## src/rtl/core/fct_pkg.sv

```systemverilog
package fct_pkg;

    localparam int unsigned NUM_PLANES_DEF = 6;
    localparam int unsigned MAX_PLANES     = 6;
    localparam int unsigned CFG_IDX_W      = 3;
    localparam int unsigned CFG_DATA_W     = 64;
    localparam int unsigned COORD_W        = 16;
    localparam int unsigned RADIUS_W       = 15;
    localparam int unsigned FRAC_BITS      = 14;
    localparam int unsigned PROD_W         = 2 * COORD_W;
    // three products, d and margin scaled by 2^14 stay below 2^33 in magnitude
    localparam int unsigned SUM_W          = PROD_W + 3;

    typedef enum logic [1:0] {
        CMD_POINT  = 2'd0,
        CMD_SPHERE = 2'd1,
        CMD_BOX    = 2'd2,
        CMD_NONE   = 2'd3
    } cmd_t;

    // one item in flight along the chain
    typedef struct packed {
        logic                              valid;
        logic                              ok;
        logic [2:0][COORD_W-1:0]           lo;     // coordinate for a non-negative normal
        logic [2:0][COORD_W-1:0]           hi;     // coordinate for a negative normal
        logic [RADIUS_W-1:0]               margin;
    } item_t;

endpackage

```

## src/rtl/core/fct_cell.sv

```systemverilog
module fct_cell
    import fct_pkg::*;
#(
    parameter int unsigned PLANE_IDX = 0
)
(
    input  logic                  clk,
    input  logic                  rst_n,
    input  logic                  cfg_we,
    input  logic [CFG_IDX_W-1:0]  cfg_index,
    input  logic [CFG_DATA_W-1:0] cfg_data,
    input  item_t                 item_in,
    output item_t                 item_out
);

    logic [CFG_DATA_W-1:0] plane_reg;
    logic [CFG_DATA_W-1:0] plane_next;

    item_t mid_reg;
    item_t mid_next;
    item_t out_reg;
    item_t out_next;

    logic signed [PROD_W-1:0] prod_reg  [3];
    logic signed [PROD_W-1:0] prod_next [3];

    logic signed [COORD_W-1:0] nrm [3];
    logic signed [COORD_W-1:0] sel [3];
    logic signed [COORD_W-1:0] plane_d;
    logic signed [SUM_W-1:0]   dist_term;
    logic signed [SUM_W-1:0]   margin_term;
    logic signed [SUM_W-1:0]   total;

    // plane: nx 15:0, ny 31:16, nz 47:32, d 63:48
    always_comb
    begin
        plane_next = plane_reg;
        if (cfg_we && (cfg_index == CFG_IDX_W'(PLANE_IDX)))
        begin
            plane_next = cfg_data;
        end
    end

    always_comb
    begin
        for (int k = 0; k < 3; k++)
        begin
            nrm[k] = $signed(plane_reg[k*COORD_W +: COORD_W]);
        end
    end
    assign plane_d = $signed(plane_reg[3*COORD_W +: COORD_W]);

    // stage one: worst corner per axis, then the three products
    always_comb
    begin
        mid_next = item_in;
        for (int k = 0; k < 3; k++)
        begin
            sel[k]       = nrm[k][COORD_W-1] ? $signed(item_in.hi[k]) : $signed(item_in.lo[k]);
            prod_next[k] = nrm[k] * sel[k];
        end
    end

    // stage two: distance plus margin, test the sign
    assign dist_term   = SUM_W'(plane_d) <<< FRAC_BITS;
    assign margin_term = $signed({{(SUM_W-RADIUS_W){1'b0}}, mid_reg.margin}) <<< FRAC_BITS;
    assign total       = SUM_W'(prod_reg[0]) + SUM_W'(prod_reg[1]) + SUM_W'(prod_reg[2])
                         + dist_term + margin_term;

    always_comb
    begin
        out_next    = mid_reg;
        out_next.ok = mid_reg.ok & ~total[SUM_W-1];
    end

    always_ff @(posedge clk or negedge rst_n)
    begin
        if (!rst_n)
        begin
            plane_reg     <= '0;
            mid_reg.valid <= 1'b0;
            out_reg.valid <= 1'b0;
        end
        else
        begin
            plane_reg <= plane_next;
            mid_reg   <= mid_next;
            out_reg   <= out_next;
        end
    end

    always_ff @(posedge clk)
    begin
        for (int k = 0; k < 3; k++)
        begin
            prod_reg[k] <= prod_next[k];
        end
    end

    assign item_out = out_reg;

endmodule

```

## config.mk

```make
export PLATFORM = sky130hd
export DESIGN_NAME = fct_cell
export DESIGN_NICKNAME = d
export VERILOG_FILES = /design/src/rtl/core/fct_pkg.sv /design/src/rtl/core/fct_cell.sv
export SDC_FILE = /design/constraint.sdc
export NUM_CORES = 2
export LEC_CHECK = 0
export ABC_AREA = 1
export CORE_MARGIN = 1.5
export CORE_UTILIZATION = 40
export DETAILED_ROUTE_END_ITERATION = 8
export DONT_BUFFER_PORTS = 1
export PLACE_DENSITY = 0.61
export SYNTH_ARGS = -nofsm -noshare
export SYNTH_HDL_FRONTEND = slang
export SYNTH_SLANG_ARGS = --single-unit
```

## constraint.sdc

```tcl
create_clock -name clk -period 5.2 [get_ports clk]
set_clock_uncertainty 0.1 [all_clocks]
set_input_delay 0.78 -clock clk [delete_from_list [all_inputs] [get_ports clk]]
set_output_delay 0.78 -clock clk [all_outputs]
set_load 0.02 [all_outputs]
```

==> flow_metrics.tcl <==
set metrics [dict create \
    fin_crit_sh 1.13 \
    cp_slowest_stage_delay_ns 0.59 \
    synth-xor-area-share 0.0211 \
    die_height_um 333 \
    wl_per_cell_um 19.0 \
    synthCells 4399 \
    grt_pass1_vias 35150 \
    final_nets 6423 \
    startpoint_type "register" \
    cap_viol_max_count 0 \
    grt_usage 0.234 \
    cts_tree "built" \
    synthTopCellsByArea "fa_1 39%, edfxtp_1 15%, inv_1 8.8%" \
    final.setup.worst_slack_ns -0.662 \
    min_from "item_in[112]" \
    synth-compound-area-share 0.0415 \
    clockBufferDepth 3 \
    portBuffers 0 \
    path_cells "buf_12 > buf_8 > nand2_4 > inv_6 > a21oi_4 > clkinvlp_4 > buf_12 > nand2_2 > fa_1 > inv_1 > fa_1 > fa_2 > fa_1 > fa_1 > inv_1 > fa_1 > inv_1 > ha_4 > nand2_4 > nor4_4 > nand2_1 > o211ai_2 > xor2_2" \
    critPathKind "reg -> reg" \
    grt_antenna_before_repair 2 \
    synth_fp_nets 5738 \
    hold_class "in -> reg" \
    rsz0062_at_grt "yes" \
    htree_num_levels 2 \
    drive_gt1_frac 0.310 \
    path_common_cell "fa_1" \
    dp_hpwl_mm 104 \
    violations "negative setup slack" \
    worst_pin_slew_ns 0.902 \
    syn-cell-area_um2 43600 \
    dp_cells 6330 \
    largest_reg_flops 113 \
    ys_ff_latch 386 \
    gp_congestion 0.942 \
    setup_violations 70 \
    endpoint_kind "register" \
    drt_wl_total_mm 124 \
    synth_top_cell_by_area "fa_1" \
    die_area_um2 111000 \
    core_area_um2 108000 \
    rr_endpoint "prod_reg[0][91]" \
    hold_end "mid_reg[112]" \
    rr_startpoint "plane_reg[47]" \
    route.vias.total 31601 \
    grt_overflow 0 \
    area_delta_synth_final_pct 29.7 \
    crit_fanout 8 \
    path_clk_slew_ns 0.06 \
    vias_per_cell 4.84 \
    drcViolationCount 0 \
    critPathBufInv 8 \
    reg2reg_slack_ns -0.66 \
    grt_max_degree 226 \
    cts_inserted_buffers 48 \
    ios 296 \
    synth_adder_area_share 0.479 \
    synth_ff_type "edfxtp_1" \
    drt-pass1-iter-count 5 \
    ant_nets 0 \
    insertion_delay_ns 0.65 \
    cp_top_family "adder cells" \
    crit_arrival_ns 6.30 \
    yosys.area_share.simple 0.117 \
    layout.cells.non_filler 6527 \
    grt_first_pass_wirelength_mm 200 \
    start_util 0.405 \
    numClockSinks 386 \
    synth.top_cell.area_share 0.391 \
    die_x_um 333 \
    avgSynthCellArea_um2 9.90 \
    seq_area_frac_synth 0.236 \
    min_period_ns 5.86 \
    finalHoldViolations 0 \
    status "complete, but fails checks" \
    placed_area_um2 51700 \
    ys_async_sr_fraction 0.171 \
    maxSlewHeadroom 0.398 \
    dp_slack_ns -1.02 \
    cp.required_ns 5.64 \
    synth_top_family_by_area "adder cells" \
    holdPathStages 0 \
    synth-edff-count 224 \
    timing.fmax_mhz 171 \
    dr.first_iter.drc_count 1676 \
    yosysWarningCount 0 \
    design_area_um2 56500 \
    cts_root_buffer "clkbuf_16" \
    muxShareOfSynthArea 0.00414 \
    crit_path_top_delay_cell "fa_2" \
    synth_cell_types 47 \
    rows 120 \
    slew_violations 0 \
    reg2regPathDepth 23 \
]
synthesized netlist by cell type, types with 9 or more instances:
| master | n |
|---|---|
| xor2_1 | 63 |
| buf_2 | 41 |
| a21o_1 | 14 |
| o21ai_0 | 47 |
| nand4_1 | 9 |
| clkbuf_1 | 51 |
| nor2_1 | 542 |
| nand3_1 | 65 |
| a21oi_1 | 171 |
| inv_1 | 1018 |
| nand2_1 | 610 |
| ha_1 | 305 |
| a21oi_2 | 21 |
| nor3_1 | 22 |
| mux2_2 | 16 |
| fa_1 | 851 |
| o21bai_1 | 9 |
| nand2_2 | 12 |
| dfrtp_1 | 66 |
| edfxtp_1 | 224 |
| clkinv_1 | 18 |
| dfxtp_1 | 96 |
| xnor2_1 | 42 |
kinds of logic (layout without fill, tap and decap cells):
kind of cell | count (synthesis) | after routing
compound gates | 303 | 303
fa+ha+maj | 1156 | 1156
simple gates | 1286 | 1286
mux | 16 | 16
buf+inv | 1147 | 1871
xor+xnor | 105 | 105
flops | 386 | 386
other cells | 0 | 1
what timing repair did:
action	CTS	global route
endpoints found under the setup margin	71	72
hold buffers	2	0
cloned	5	2
hold endpoints to repair	66	0
pin swaps	210	163
resized for setup	390	199
setup buffers	73	30
cell usage in the layout (no fill, tap or decap), drive strengths merged:
cell,netlist,routed
dfrtp,66,66
dfxtp,96,96
xor2,63,63
a21oi,194,194
bufinv,0,5
inv,1024,1026
o211ai,5,5
fa,851,851
o21a,4,4
mux2,16,16
a31oi,4,4
nand2,622,622
or2,4,4
nand3,71,71
a21boi,7,7
clkbuf,51,60
o31ai,3,3
ha,305,305
dlygate4sd3,0,1
o21bai,13,13
a21o,14,14
nor3,26,26
xnor2,42,42
edfxtp,224,224
diode,0,1
o21ai,59,59
nor4,5,5
clkinvlp,0,8
clkinv,18,37
nor2,549,549
buf,54,734
nand4,9,9
area by class of cell:
class	count	area [um2]
antenna	1	2.50
timing repair inverter	3	21.3
clock inverter	31	367
inverter	1042	4070
clock buffer	58	1260
timing repair buffer	737	6420
fill	9526	51000
multi-input combinational	2866	32300
sequential	386	10300
tap	1403	1760
per-layer routing:
layer | GRT usage | up-vias | routed length (um)
met5 | 0 | - | 0
met4 | 0.0772 | 0 | 4420
met3 | 0.0374 | 199 | 7480
met2 | 0.392 | 934 | 60000
met1 | 0.308 | 15945 | 52100
li1 | - | 14523 | -
through the flow:
step	utilization	TNS [ns]	hold slack, ns
3_3_place_gp	0.481	-48.95	0.235
3_5_place_dp	0.481	-50.08	0.235
4_1_cts	0.516	-33.40	0.0389
2_1_floorplan	-	-16.12	0.231
6_report	0.525	-33.93	0.0888
5_1_grt	0.525	-48.03	0.0557
worst max path at each step:
| stage | start | endpoint | slack (ns) | cells after the start |
|---|---|---|---|---|
| global placement | item_in[58] | prod_reg[0][92] | -1.01 | 23 |
| finish | plane_reg[47] | prod_reg[0][91] | -0.66 | 23 |
| detailed placement | item_in[58] | prod_reg[0][91] | -1.02 | 24 |
| global route | plane_reg[31] | prod_reg[0][63] | -0.88 | 27 |
| CTS | plane_reg[31] | prod_reg[0][63] | -0.67 | 27 |
| floorplan | item_in[35] | prod_reg[0][57] | -0.43 | 25 |
Power is left out: the tool's default activity adds up to more than one toggle a clock period on the data nets, which glitch-free logic cannot reach.
